**src/rtl/i2c_reg16_transaction_master_assert.svh**
```systemverilog
// Assertion macros for the I2C 16-bit register transaction master.
// Clock aclk and active-low reset aresetn are assumed in the including scope.
`ifndef I2C_REG16_TRANSACTION_MASTER_ASSERT_SVH
`define I2C_REG16_TRANSACTION_MASTER_ASSERT_SVH
`ifndef SYNTHESIS
`define I2CR16_ASSERT(lbl, cond, msg) \
    lbl: assert property (@(posedge aclk) disable iff (!aresetn) (cond)) else $error(msg);
`define I2CR16_ASSERT_IMPL(lbl, ante, cons, msg) \
    lbl: assert property (@(posedge aclk) disable iff (!aresetn) (ante) |-> (cons)) \
        else $error(msg);
`define I2CR16_ASSERT_NEXT(lbl, ante, cons, msg) \
    lbl: assert property (@(posedge aclk) disable iff (!aresetn) (ante) |=> (cons)) \
        else $error(msg);
`else
`define I2CR16_ASSERT(lbl, cond, msg)
`define I2CR16_ASSERT_IMPL(lbl, ante, cons, msg)
`define I2CR16_ASSERT_NEXT(lbl, ante, cons, msg)
`endif
`endif

```
**src/rtl/i2cr16_pkg.sv**
```systemverilog
// Shared types and constants for the I2C 16-bit register transaction master.
// No dependencies.
package i2cr16_pkg;

    localparam int PHASE_W = 4;
    localparam int BITCNT_W = 5;

    localparam logic [PHASE_W-1:0] PH_IDLE    = 4'd0;
    localparam logic [PHASE_W-1:0] PH_START   = 4'd1;
    localparam logic [PHASE_W-1:0] PH_TX_WCMD = 4'd2;
    localparam logic [PHASE_W-1:0] PH_TX_AH   = 4'd3;
    localparam logic [PHASE_W-1:0] PH_TX_AL   = 4'd4;
    localparam logic [PHASE_W-1:0] PH_RESTART = 4'd5;
    localparam logic [PHASE_W-1:0] PH_TX_RCMD = 4'd6;
    localparam logic [PHASE_W-1:0] PH_TX_DATA = 4'd7;
    localparam logic [PHASE_W-1:0] PH_RX_DATA = 4'd8;
    localparam logic [PHASE_W-1:0] PH_STOP    = 4'd9;

    localparam logic [1:0] FUNC_TICK  = 2'd0;
    localparam logic [1:0] FUNC_READ  = 2'd1;
    localparam logic [1:0] FUNC_WRITE = 2'd2;
    localparam logic [1:0] FUNC_LOAD  = 2'd3;

    localparam logic CFG_WCMD = 1'b0;
    localparam logic CFG_RCMD = 1'b1;

    localparam logic [7:0] WCMD_RESET = 8'h28;
    localparam logic [7:0] RCMD_RESET = 8'h29;

    // write port of the data buffer
    typedef struct packed {
        logic       en;
        logic [3:0] idx;
        logic [7:0] data;
    } wr_req_t;

endpackage

```
**src/rtl/i2cr16_wbuf.sv**
```systemverilog
// Write data buffer: one write port, one prefetching registered read port.
// Depends on i2cr16_pkg.
module i2cr16_wbuf #(
    parameter int BUF_DEPTH = 16
) (
    input  logic                                aclk,
    input  i2cr16_pkg::wr_req_t                 wr,
    input  logic [$clog2(BUF_DEPTH + 1):0]      rd_ptr,
    output logic [7:0]                          rd_data
);

    localparam int IDX_W = (BUF_DEPTH > 1) ? $clog2(BUF_DEPTH) : 1;

    logic [7:0]       mem [BUF_DEPTH];
    logic [7:0]       rd_data_reg;
    logic             wr_ok;
    logic             rd_ok;
    logic [IDX_W-1:0] wr_addr;
    logic [IDX_W-1:0] rd_addr;

    assign wr_ok   = wr.en && (32'(wr.idx) < BUF_DEPTH);
    assign rd_ok   = 32'(rd_ptr) < BUF_DEPTH;
    assign wr_addr = IDX_W'(wr.idx);
    assign rd_addr = rd_ptr[IDX_W-1:0];

    always_ff @(posedge aclk) begin
        if (wr_ok) begin
            mem[wr_addr] <= wr.data;
        end
    end

    // same-cycle write is forwarded so the prefetched byte is never stale
    always_ff @(posedge aclk) begin
        if (wr_ok && rd_ok && (wr_addr == rd_addr)) begin
            rd_data_reg <= wr.data;
        end else if (rd_ok) begin
            rd_data_reg <= mem[rd_addr];
        end
    end

    assign rd_data = rd_data_reg;

endmodule

```
**src/rtl/i2c_reg16_transaction_master.sv**
```systemverilog
// I2C master for register transactions with a 16-bit register address (top level).
// Each result is registered in the cycle after its transaction is accepted; throughput one transaction per cycle
// while m_ready drains the result slot, set by the single engine update between handshake and result register.
// Reset (aresetn, synchronous, active low): engine idle, lines released, command regs 0x28/0x29.
// Depends on i2cr16_pkg, i2cr16_wbuf and i2c_reg16_transaction_master_assert.svh.
`include "i2c_reg16_transaction_master_assert.svh"

module i2c_reg16_transaction_master #(
    parameter int BUF_DEPTH = 16
) (
    input  logic        aclk,
    input  logic        aresetn,

    // configuration write port
    input  logic        cfg_wr_en,
    input  logic        cfg_index,
    input  logic [7:0]  cfg_wdata,

    // input channel
    input  logic        s_valid,
    output logic        s_ready,
    input  logic [1:0]  s_func,
    input  logic [15:0] s_register_address,
    input  logic [7:0]  s_byte_count,
    input  logic [3:0]  s_load_index,
    input  logic [7:0]  s_load_value,
    input  logic        s_sda_sample,

    // result channel
    output logic        m_valid,
    input  logic        m_ready,
    output logic        m_scl_level,
    output logic        m_sda_drive,
    output logic        m_read_valid,
    output logic [7:0]  m_read_value,
    output logic        m_read_last,
    output logic        m_engine_busy,
    output logic        m_transaction_done
);

    localparam int BIDX_W = $clog2(BUF_DEPTH + 1);
    localparam int PTR_W  = BIDX_W + 1;
    localparam int PW     = i2cr16_pkg::PHASE_W;
    localparam int CW     = i2cr16_pkg::BITCNT_W;

    // ---------------------------------------------------------------
    // Handshake: the result register is the skid stage. A new transaction
    // is taken whenever the result slot is empty or drains this cycle.
    // ---------------------------------------------------------------
    logic m_valid_reg;
    logic s_accept;
    assign s_ready  = !m_valid_reg || m_ready;
    assign s_accept = s_valid && s_ready;

    // command registers
    logic [7:0] wcmd_reg;
    logic [7:0] rcmd_reg;

    always_ff @(posedge aclk) begin
        if (!aresetn) begin
            wcmd_reg <= i2cr16_pkg::WCMD_RESET;
            rcmd_reg <= i2cr16_pkg::RCMD_RESET;
        end else if (cfg_wr_en) begin
            if (cfg_index == i2cr16_pkg::CFG_WCMD) begin
                wcmd_reg <= cfg_wdata;
            end
            if (cfg_index == i2cr16_pkg::CFG_RCMD) begin
                rcmd_reg <= cfg_wdata;
            end
        end
    end

    // ---------------------------------------------------------------
    // Engine state
    // ---------------------------------------------------------------
    logic [PW-1:0]     phase_reg, phase_next;
    logic [CW-1:0]     cnt_reg, cnt_next;
    logic [7:0]        shift_reg, shift_next;
    logic [7:0]        left_reg, left_next;
    logic [BIDX_W-1:0] bidx_reg, bidx_next;
    logic [15:0]       addr_reg, addr_next;
    logic              isrd_reg, isrd_next;
    logic              scl_reg, scl_next;
    logic              sda_reg, sda_next;

    logic              rvalid;
    logic [7:0]        rvalue;
    logic              rlast;
    logic              done;

    // ---------------------------------------------------------------
    // Write buffer. The read side prefetches the byte that the next
    // data segment would load: slot bidx while sending the address, slot
    // bidx+1 while a data byte is on the wire.
    // ---------------------------------------------------------------
    i2cr16_pkg::wr_req_t wr_req;
    logic [PTR_W-1:0]    rd_ptr;
    logic [7:0]          buf_byte;

    assign wr_req.en   = s_accept && (s_func == i2cr16_pkg::FUNC_LOAD);
    assign wr_req.idx  = s_load_index;
    assign wr_req.data = s_load_value;
    assign rd_ptr      = PTR_W'(bidx_reg)
                       + PTR_W'(phase_reg == i2cr16_pkg::PH_TX_DATA);

    i2cr16_wbuf #(
        .BUF_DEPTH (BUF_DEPTH)
    ) u_wbuf (
        .aclk    (aclk),
        .wr      (wr_req),
        .rd_ptr  (rd_ptr),
        .rd_data (buf_byte)
    );

    // ---------------------------------------------------------------
    // Next-state logic for one transaction.
    // Each tick is one bus quantum. A transmitted byte is 16 quanta of
    // data (SCL low/high per bit), then SDA release, an ack wait with SCL
    // high, and a final SCL-low quantum that picks the next segment.
    // ---------------------------------------------------------------
    logic [7:0] left_dec;
    logic       rx_last;
    logic [7:0] rx_shift;

    assign left_dec = (left_reg != 8'd0) ? (left_reg - 8'd1) : 8'd0;
    assign rx_last  = (left_reg <= 8'd1);
    assign rx_shift = {shift_reg[6:0], s_sda_sample};

    always_comb begin
        phase_next = phase_reg;
        cnt_next   = cnt_reg;
        shift_next = shift_reg;
        left_next  = left_reg;
        bidx_next  = bidx_reg;
        addr_next  = addr_reg;
        isrd_next  = isrd_reg;
        scl_next   = scl_reg;
        sda_next   = sda_reg;
        rvalid     = 1'b0;
        rvalue     = 8'd0;
        rlast      = 1'b0;
        done       = 1'b0;

        unique case (s_func)
            i2cr16_pkg::FUNC_TICK: begin
                unique case (phase_reg)
                    i2cr16_pkg::PH_START, i2cr16_pkg::PH_RESTART: begin
                        if (cnt_reg == 5'd0) begin
                            scl_next = 1'b1;
                            sda_next = 1'b1;
                            cnt_next = 5'd1;
                        end else if (cnt_reg == 5'd1) begin
                            scl_next = 1'b1;
                            sda_next = 1'b0;
                            cnt_next = 5'd2;
                        end else begin
                            scl_next = 1'b0;
                            sda_next = 1'b0;
                            cnt_next = 5'd0;
                            // command byte is taken from its register here
                            if (phase_reg == i2cr16_pkg::PH_START) begin
                                phase_next = i2cr16_pkg::PH_TX_WCMD;
                                shift_next = wcmd_reg;
                            end else begin
                                phase_next = i2cr16_pkg::PH_TX_RCMD;
                                shift_next = rcmd_reg;
                            end
                        end
                    end
                    i2cr16_pkg::PH_TX_WCMD, i2cr16_pkg::PH_TX_AH, i2cr16_pkg::PH_TX_AL,
                    i2cr16_pkg::PH_TX_RCMD, i2cr16_pkg::PH_TX_DATA: begin
                        if (cnt_reg < 5'd16) begin
                            sda_next = shift_reg[7];
                            scl_next = cnt_reg[0];
                            if (cnt_reg[0]) begin
                                shift_next = {shift_reg[6:0], 1'b0};
                            end
                            cnt_next = cnt_reg + 5'd1;
                        end else if (cnt_reg == 5'd16) begin
                            scl_next = 1'b0;
                            sda_next = 1'b1;
                            cnt_next = 5'd17;
                        end else if (cnt_reg == 5'd17) begin
                            // ack wait: hold until the slave pulls SDA low
                            scl_next = 1'b1;
                            sda_next = 1'b1;
                            if (!s_sda_sample) begin
                                cnt_next = 5'd18;
                            end
                        end else begin
                            scl_next   = 1'b0;
                            sda_next   = 1'b1;
                            cnt_next   = 5'd0;
                            shift_next = 8'd0;
                            unique case (phase_reg)
                                i2cr16_pkg::PH_TX_WCMD: begin
                                    phase_next = i2cr16_pkg::PH_TX_AH;
                                    shift_next = addr_reg[15:8];
                                end
                                i2cr16_pkg::PH_TX_AH: begin
                                    phase_next = i2cr16_pkg::PH_TX_AL;
                                    shift_next = addr_reg[7:0];
                                end
                                i2cr16_pkg::PH_TX_AL: begin
                                    if (isrd_reg) begin
                                        phase_next = i2cr16_pkg::PH_RESTART;
                                    end else if (left_reg != 8'd0) begin
                                        phase_next = i2cr16_pkg::PH_TX_DATA;
                                        shift_next = buf_byte;
                                    end else begin
                                        phase_next = i2cr16_pkg::PH_STOP;
                                    end
                                end
                                i2cr16_pkg::PH_TX_RCMD: begin
                                    phase_next = (left_reg != 8'd0) ? i2cr16_pkg::PH_RX_DATA
                                                                    : i2cr16_pkg::PH_STOP;
                                end
                                default: begin
                                    // data byte done
                                    bidx_next = bidx_reg + BIDX_W'(1);
                                    left_next = left_dec;
                                    if (left_dec != 8'd0) begin
                                        phase_next = i2cr16_pkg::PH_TX_DATA;
                                        shift_next = buf_byte;
                                    end else begin
                                        phase_next = i2cr16_pkg::PH_STOP;
                                    end
                                end
                            endcase
                        end
                    end
                    i2cr16_pkg::PH_RX_DATA: begin
                        if (cnt_reg < 5'd16) begin
                            sda_next = 1'b1;
                            if (!cnt_reg[0]) begin
                                scl_next   = 1'b1;
                                shift_next = rx_shift;
                                if (cnt_reg == 5'd14) begin
                                    rvalid = 1'b1;
                                    rvalue = rx_shift;
                                    rlast  = rx_last;
                                end
                            end else begin
                                scl_next = 1'b0;
                            end
                            cnt_next = cnt_reg + 5'd1;
                        end else begin
                            // ack slot: drive low for more bytes, release to nack the last
                            scl_next = (cnt_reg == 5'd17);
                            sda_next = rx_last ? 1'b1 : (cnt_reg == 5'd19);
                            if (cnt_reg < (rx_last ? 5'd18 : 5'd19)) begin
                                cnt_next = cnt_reg + 5'd1;
                            end else begin
                                left_next  = left_dec;
                                cnt_next   = 5'd0;
                                shift_next = 8'd0;
                                phase_next = (left_dec != 8'd0) ? i2cr16_pkg::PH_RX_DATA
                                                                : i2cr16_pkg::PH_STOP;
                            end
                        end
                    end
                    i2cr16_pkg::PH_STOP: begin
                        if (cnt_reg == 5'd0) begin
                            scl_next = 1'b0;
                            sda_next = 1'b0;
                            cnt_next = 5'd1;
                        end else if (cnt_reg == 5'd1) begin
                            scl_next = 1'b1;
                            sda_next = 1'b0;
                            cnt_next = 5'd2;
                        end else begin
                            scl_next   = 1'b1;
                            sda_next   = 1'b1;
                            done       = 1'b1;
                            phase_next = i2cr16_pkg::PH_IDLE;
                            cnt_next   = 5'd0;
                            shift_next = 8'd0;
                        end
                    end
                    default: begin
                        // idle, and any unused code falls back to idle
                        phase_next = i2cr16_pkg::PH_IDLE;
                        cnt_next   = 5'd0;
                        scl_next   = 1'b1;
                        sda_next   = 1'b1;
                    end
                endcase
            end
            i2cr16_pkg::FUNC_READ, i2cr16_pkg::FUNC_WRITE: begin
                // start is ignored while a transaction is in flight
                if (phase_reg == i2cr16_pkg::PH_IDLE) begin
                    addr_next  = s_register_address;
                    isrd_next  = (s_func == i2cr16_pkg::FUNC_READ);
                    bidx_next  = '0;
                    if (s_func == i2cr16_pkg::FUNC_READ) begin
                        left_next = s_byte_count;
                    end else begin
                        left_next = (32'(s_byte_count) > BUF_DEPTH) ? 8'(BUF_DEPTH)
                                                                    : s_byte_count;
                    end
                    phase_next = i2cr16_pkg::PH_START;
                    cnt_next   = 5'd0;
                    shift_next = 8'd0;
                end
            end
            default: begin
                // load: handled by the buffer write port, lines unchanged
            end
        endcase
    end

    always_ff @(posedge aclk) begin
        if (!aresetn) begin
            phase_reg <= i2cr16_pkg::PH_IDLE;
            cnt_reg   <= '0;
            shift_reg <= '0;
            left_reg  <= '0;
            bidx_reg  <= '0;
            addr_reg  <= '0;
            isrd_reg  <= 1'b0;
            scl_reg   <= 1'b1;
            sda_reg   <= 1'b1;
        end else if (s_accept) begin
            phase_reg <= phase_next;
            cnt_reg   <= cnt_next;
            shift_reg <= shift_next;
            left_reg  <= left_next;
            bidx_reg  <= bidx_next;
            addr_reg  <= addr_next;
            isrd_reg  <= isrd_next;
            scl_reg   <= scl_next;
            sda_reg   <= sda_next;
        end
    end

    // ---------------------------------------------------------------
    // Result register
    // ---------------------------------------------------------------
    logic       scl_out_reg;
    logic       sda_out_reg;
    logic       rvalid_reg;
    logic [7:0] rvalue_reg;
    logic       rlast_reg;
    logic       busy_reg;
    logic       done_reg;

    always_ff @(posedge aclk) begin
        if (!aresetn) begin
            m_valid_reg <= 1'b0;
        end else if (s_accept) begin
            m_valid_reg <= 1'b1;
        end else if (m_ready) begin
            m_valid_reg <= 1'b0;
        end
    end

    always_ff @(posedge aclk) begin
        if (s_accept) begin
            scl_out_reg <= scl_next;
            sda_out_reg <= sda_next;
            rvalid_reg  <= rvalid;
            rvalue_reg  <= rvalue;
            rlast_reg   <= rlast;
            busy_reg    <= (phase_next != i2cr16_pkg::PH_IDLE);
            done_reg    <= done;
        end
    end

    assign m_valid            = m_valid_reg;
    assign m_scl_level        = scl_out_reg;
    assign m_sda_drive        = sda_out_reg;
    assign m_read_valid       = rvalid_reg;
    assign m_read_value       = rvalue_reg;
    assign m_read_last        = rlast_reg;
    assign m_engine_busy      = busy_reg;
    assign m_transaction_done = done_reg;

    // ---------------------------------------------------------------
    // Assertions
    // ---------------------------------------------------------------
    `I2CR16_ASSERT(a_idle_cnt_zero, (phase_reg != i2cr16_pkg::PH_IDLE) || (cnt_reg == 5'd0), "bit counter not cleared in idle")
    `I2CR16_ASSERT_IMPL(a_done_not_busy, m_valid_reg && done_reg, !busy_reg, "transaction done while still busy")
    `I2CR16_ASSERT_IMPL(a_wlen_bound, (phase_reg != i2cr16_pkg::PH_IDLE) && !isrd_reg, 32'(left_reg) <= BUF_DEPTH, "write length exceeds buffer")
    `I2CR16_ASSERT_NEXT(a_stop_done, s_accept && (s_func == i2cr16_pkg::FUNC_TICK) && (phase_reg == i2cr16_pkg::PH_STOP) && (cnt_reg >= 5'd2), done_reg && !busy_reg && (phase_reg == i2cr16_pkg::PH_IDLE), "stop did not finish transaction")

endmodule
```
**config.mk**
```make
export PLATFORM = sky130hd
export DESIGN_NAME = i2c_reg16_transaction_master
export DESIGN_NICKNAME = d
export VERILOG_FILES = /design/src/rtl/i2cr16_pkg.sv /design/src/rtl/i2cr16_wbuf.sv /design/src/rtl/i2c_reg16_transaction_master.sv
export VERILOG_INCLUDE_DIRS = /design/src /design/src/rtl
export SDC_FILE = /design/constraint.sdc
export NUM_CORES = 1
export LEC_CHECK = 0
export BUFFER_PORTS_ARGS = -buffer_cell sky130_fd_sc_hd__buf_2
export CAP_MARGIN = 20
export CORE_MARGIN = 1.5
export CORE_UTILIZATION = 47
export DETAILED_ROUTE_END_ITERATION = 10
export GPL_TIMING_DRIVEN = 1
export MAX_ROUTING_LAYER = met4
export PLACE_DENSITY_LB_ADDON = 0.15
export SYNTH_ARGS = -nofsm -noshare
export SYNTH_HDL_FRONTEND = slang
export SYNTH_SLANG_ARGS = --single-unit
```
**constraint.sdc**
```tcl
create_clock -name aclk -period 3.3 [get_ports aclk]
set_input_delay 0.33 -clock aclk [delete_from_list [all_inputs] [get_ports aclk]]
set_output_delay 0.33 -clock aclk [all_outputs]
set_load 0.05 [all_outputs]
```
==> results.md <==
* Via count of the first global-routing pass at ~7000
* Relative max-transition margin at 0.427
* Yosys warnings at 0
* Async S/R FF share, synth at 0
* Max reg flops at 128
* First-pass GRT wire length at between 30000 and 40000 µm
* Hold bufs inserted after CTS at 0
* Number of distinct library cells after synthesis at a little over 80
* Number of DRC violations after detailed-routing iteration 0 at between 500 and 600
* Startpoint type of the worst setup path: register
* Type of the setup path with the least slack: register to register
* Detailed-route wire length on metal 1 at ~10000 µm
* Area of the placeable core at about 21000 µm²
* Fraction of the yosys area taken by sequential cells at 0.570
* Die width at about 150 µm
* Leading register cell type out of synthesis: sky130_fd_sc_hd__edfxtp_1
* Critical path endpoint category: register
* Worst-case vdd ir drop at roughly 0.00046 V
* Pwr Total at between 6 and 7 mW
* Result of the run: finished clean
* Antenna violations before repair at 0
* Area share of the largest cell type after synthesis at 0.441
* Setup TNS at 0 ps
* Leakage dissipation at between 4 and 5 nW
* Max Freq at between 300 and 400 MHz
* CTS tree: built
* Max Fanout on Critical Path at 33
* Total nets after synthesis at roughly 920
* Top-Level Pins at 69
* Placed Instance Area at approximately 11000 µm²
* R2R depth at 8
* Average cell area after synthesis at 12.0 µm²
* # Max-Cap Violations at 0
* Class of the tightest hold or removal check: primary input to register
* Depth of the critical timing path with buffers and inverters included at 8
* Clk_skew at 17.7 ps
* Arr. time, crit path at roughly 3400 ps
* Count of input and output buffers at 68
* Slew Viols, Final at 0
* Final GP Congestion at between 0.8 and 0.9
* Die Outline Area at 22600 µm²
* End of the worst register-to-register path: u_wbuf.rd_data[2]$_DFFE_PP_
* Routed length on met3 at approximately 1500 µm
* Routed wl met2 at between 10000 and 15000 µm
* Critical Path, Cell by Cell: nand2b_1, a21oi_1, nor2_1, ha_2, buf_12, mux4_2, mux4_2, mux2_2
* Family with the most delay on the worst path: multiplexers
* Fillers at 1762
* Proportion of layout cells with a drive suffix above 1 at 0.209
* Worst reg2reg startpoint: phase_reg[0]$_SDFFE_PN0P_
* Cell repeated most along the worst path: sky130_fd_sc_hd__mux4_2
* Antenna Nets Post-Route at 0
* # placed instances at around 1200
* Final period utilization at 0.935
* Setup repair after global routing missed its margin: no
* Most instantiated library cell after synthesis: sky130_fd_sc_hd__edfxtp_1
* Clk Latency, worst-skew pair at about 520 ps
* Min cycle time layout at 3090 ps
* Delay contributed by the slowest stage of the critical path at 540 ps
* Capture point of the critical path: u_wbuf.rd_data[2]$_DFFE_PP_
* Library cell contributing the largest single delay on the critical path: sky130_fd_sc_hd__mux4_2
* Most frequent cells after synthesis: sky130_fd_sc_hd__edfxtp_1, sky130_fd_sc_hd__nand2_1, sky130_fd_sc_hd__dfxtp_1, sky130_fd_sc_hd__a21oi_1, sky130_fd_sc_hd__nor2_1
* Post-detailed-route via-to-cell ratio at roughly 6
* Startpoint of the worst setup timing path: phase_reg[0]$_SDFFE_PN0P_
* Starting Density at 0.483
* Filler-free cell count of the finished design at about 1200
* Pre-CTS setup slack at 122 ps
* EDFF count, synth at 150
* Count of H-tree levels built during CTS at 1
* Reg clk slew, reported paths at 60 ps
* Average detailed-routed wire length per instance at 20.5 µm
* Synthesized cell area at between 10000 and 15000 µm²
* Top area cells in the synthesized netlist: sky130_fd_sc_hd__edfxtp_1, sky130_fd_sc_hd__dfxtp_1, sky130_fd_sc_hd__mux4_2, sky130_fd_sc_hd__nand2_1, sky130_fd_sc_hd__a21oi_1
* Estimated wirelength of the detail-placed design at around 18000 µm
* Tightest hold margin at roughly 40 ps
* Buffer type at the clock tree root: sky130_fd_sc_hd__clkbuf_16
* Final wirelength at around 25000 µm
* FF+latch count, synth at between 200 and 250
* TritonCTS sink count at approximately 220
* Post-layout utilization of the core at 0.551
* Required time at the endpoint of the critical path at between 3000 and 4000 ps
* Final global-route overflow total at 0
* Layout net count at 980
* Area of all placed cells without fillers at between 10000 and 15000 µm²
* Max Used Layer: met4
* Count of buffering cells on the critical path with inverters included at 1
* Maximum number of pins on one net before global-route repair at 45
* Yosys top cell by area: sky130_fd_sc_hd__edfxtp_1
* Layout overhead on the synthesized area at 14.2%
* Final antenna diode count at 0
* Y dimension of the die at roughly 150 µm
* Final critical-path setup slack at ~210 ps
* Power Dens Cells at ~570 nW/µm²
* Vias post-DR at around 7200
* Transition time of the tightest slew-check pin at between 800 and 900 ps
* Setup-failing EPs final at 0
* Synthesized instance count at ~850
* Number of endpoints with negative hold slack in the final report at 0
* Number of buffers on the longest clock path at 3
* Slack of the worst reg-to-reg path at around 210 ps
* Post-route DRC violation count at 0
* DRT Pass-1 Iters at 5
* CTS buffer count at 23
* Number of cell rows at 53
* Combined global-route utilization of all metal layers at 0.229
==> power by group <==
| part | total [mW] | switching (mW) | internal (mW) |
|---|---|---|---|
| logic | 0.935 | 0.557 | 0.378 |
| clock network | 2.66 | 1.04 | 1.61 |
| registers | 3.02 | 0.0534 | 2.96 |
| total | 6.61 | 1.65 | 4.96 |
==> worst reg2reg max path: stages, from the launching register on <==
cell and delay (ps):
sky130_fd_sc_hd__dfxtp_1 310, sky130_fd_sc_hd__nand2b_1 200, sky130_fd_sc_hd__a21oi_1 300, sky130_fd_sc_hd__nor2_1 110, sky130_fd_sc_hd__ha_2 360, sky130_fd_sc_hd__buf_12 260, sky130_fd_sc_hd__mux4_2 560, sky130_fd_sc_hd__mux4_2 480
sky130_fd_sc_hd__mux2_2 270
==> how the worst min path moves through the flow <==
stage	start	endpoint	slack, ps	cells after the start
2_1_floorplan	s_load_value[0]	u_wbuf.mem[0][0]$_DFFE_PP_	430	0
3_3_place_gp	addr_reg[15]$_SDFFE_PN0P_	addr_reg[15]$_SDFFE_PN0P_	440	2
3_5_place_dp	addr_reg[1]$_SDFFE_PN0P_	addr_reg[1]$_SDFFE_PN0P_	450	2
4_1_cts	s_register_address[13]	addr_reg[13]$_SDFFE_PN0P_	20	3
5_1_grt	s_register_address[4]	addr_reg[4]$_SDFFE_PN0P_	30	3
6_report	s_register_address[13]	addr_reg[13]$_SDFFE_PN0P_	40	3
==> cells by family (layout without fill, tap and decap cells) <==
family | Yosys count | count (layout) | share of synthesized area
muxes | 61 | 61 | 0.110
adders and majority gates | 13 | 13 | 0.0159
xor gates and xnor gates | 8 | 8 | 0.00760
DFF | 216 | 216 | 0.570
AOI/OAI and AO/OA | 212 | 212 | 0.141
buffers and inverters | 80 | 162 | 0.0337
and+or+nand+nor | 259 | 259 | 0.122
==> what timing repair did <==
action | in CTS | in global routing
gates resized for setup | 0 | 1
setup endpoints to repair | 0 | 8
setup buffers | 0 | 0
==> layout make-up <==
class	instances	area [µm²]	share of cell area
timing repair buffer	95	568	0.0487
sequential	216	5830	0.500
clock buffer	32	609	0.0523
tap	275	344	0.0295
clock inverter	10	163	0.0139
inverter	25	93.8	0.00805
multi-input combinational	553	4060	0.348
==> cells in the final DEF, fill, tap and decap left out, types with 4 or more instances in the layout <==
cell                        instances
sky130_fd_sc_hd__nor3_1            12
sky130_fd_sc_hd__o221a_2            4
sky130_fd_sc_hd__o21bai_1           5
sky130_fd_sc_hd__o22ai_1           19
sky130_fd_sc_hd__nor2b_1            5
sky130_fd_sc_hd__a22oi_1            7
sky130_fd_sc_hd__a32oi_1            5
sky130_fd_sc_hd__nor2_1            49
sky130_fd_sc_hd__clkbuf_16         23
sky130_fd_sc_hd__nand3_1           20
sky130_fd_sc_hd__a21boi_0           4
sky130_fd_sc_hd__o2bb2ai_1          8
sky130_fd_sc_hd__clkbuf_1           9
sky130_fd_sc_hd__nand2b_1          12
sky130_fd_sc_hd__dfxtp_1           66
sky130_fd_sc_hd__mux2i_1           13
sky130_fd_sc_hd__a31oi_1           13
sky130_fd_sc_hd__ha_1              12
sky130_fd_sc_hd__buf_2             68
sky130_fd_sc_hd__a21oi_1           65
sky130_fd_sc_hd__and2_1            15
sky130_fd_sc_hd__or3_1              5
sky130_fd_sc_hd__a211oi_1           6
sky130_fd_sc_hd__inv_1             24
sky130_fd_sc_hd__o21ai_0           26
sky130_fd_sc_hd__bufinv_16          4
sky130_fd_sc_hd__nand2_1          105
sky130_fd_sc_hd__nor4_1             7
sky130_fd_sc_hd__buf_4             25
sky130_fd_sc_hd__mux4_2            40
sky130_fd_sc_hd__xor2_1             5
sky130_fd_sc_hd__edfxtp_1         150
sky130_fd_sc_hd__mux2_2             8
==> layer usage <==
layer	track usage	vias up
met5	-	-
met4	0.0652	0
met3	0.0330	45
met2	0.379	248
li1	-	3373
met1	0.296	3559
(Power assumes the default switching activity.)
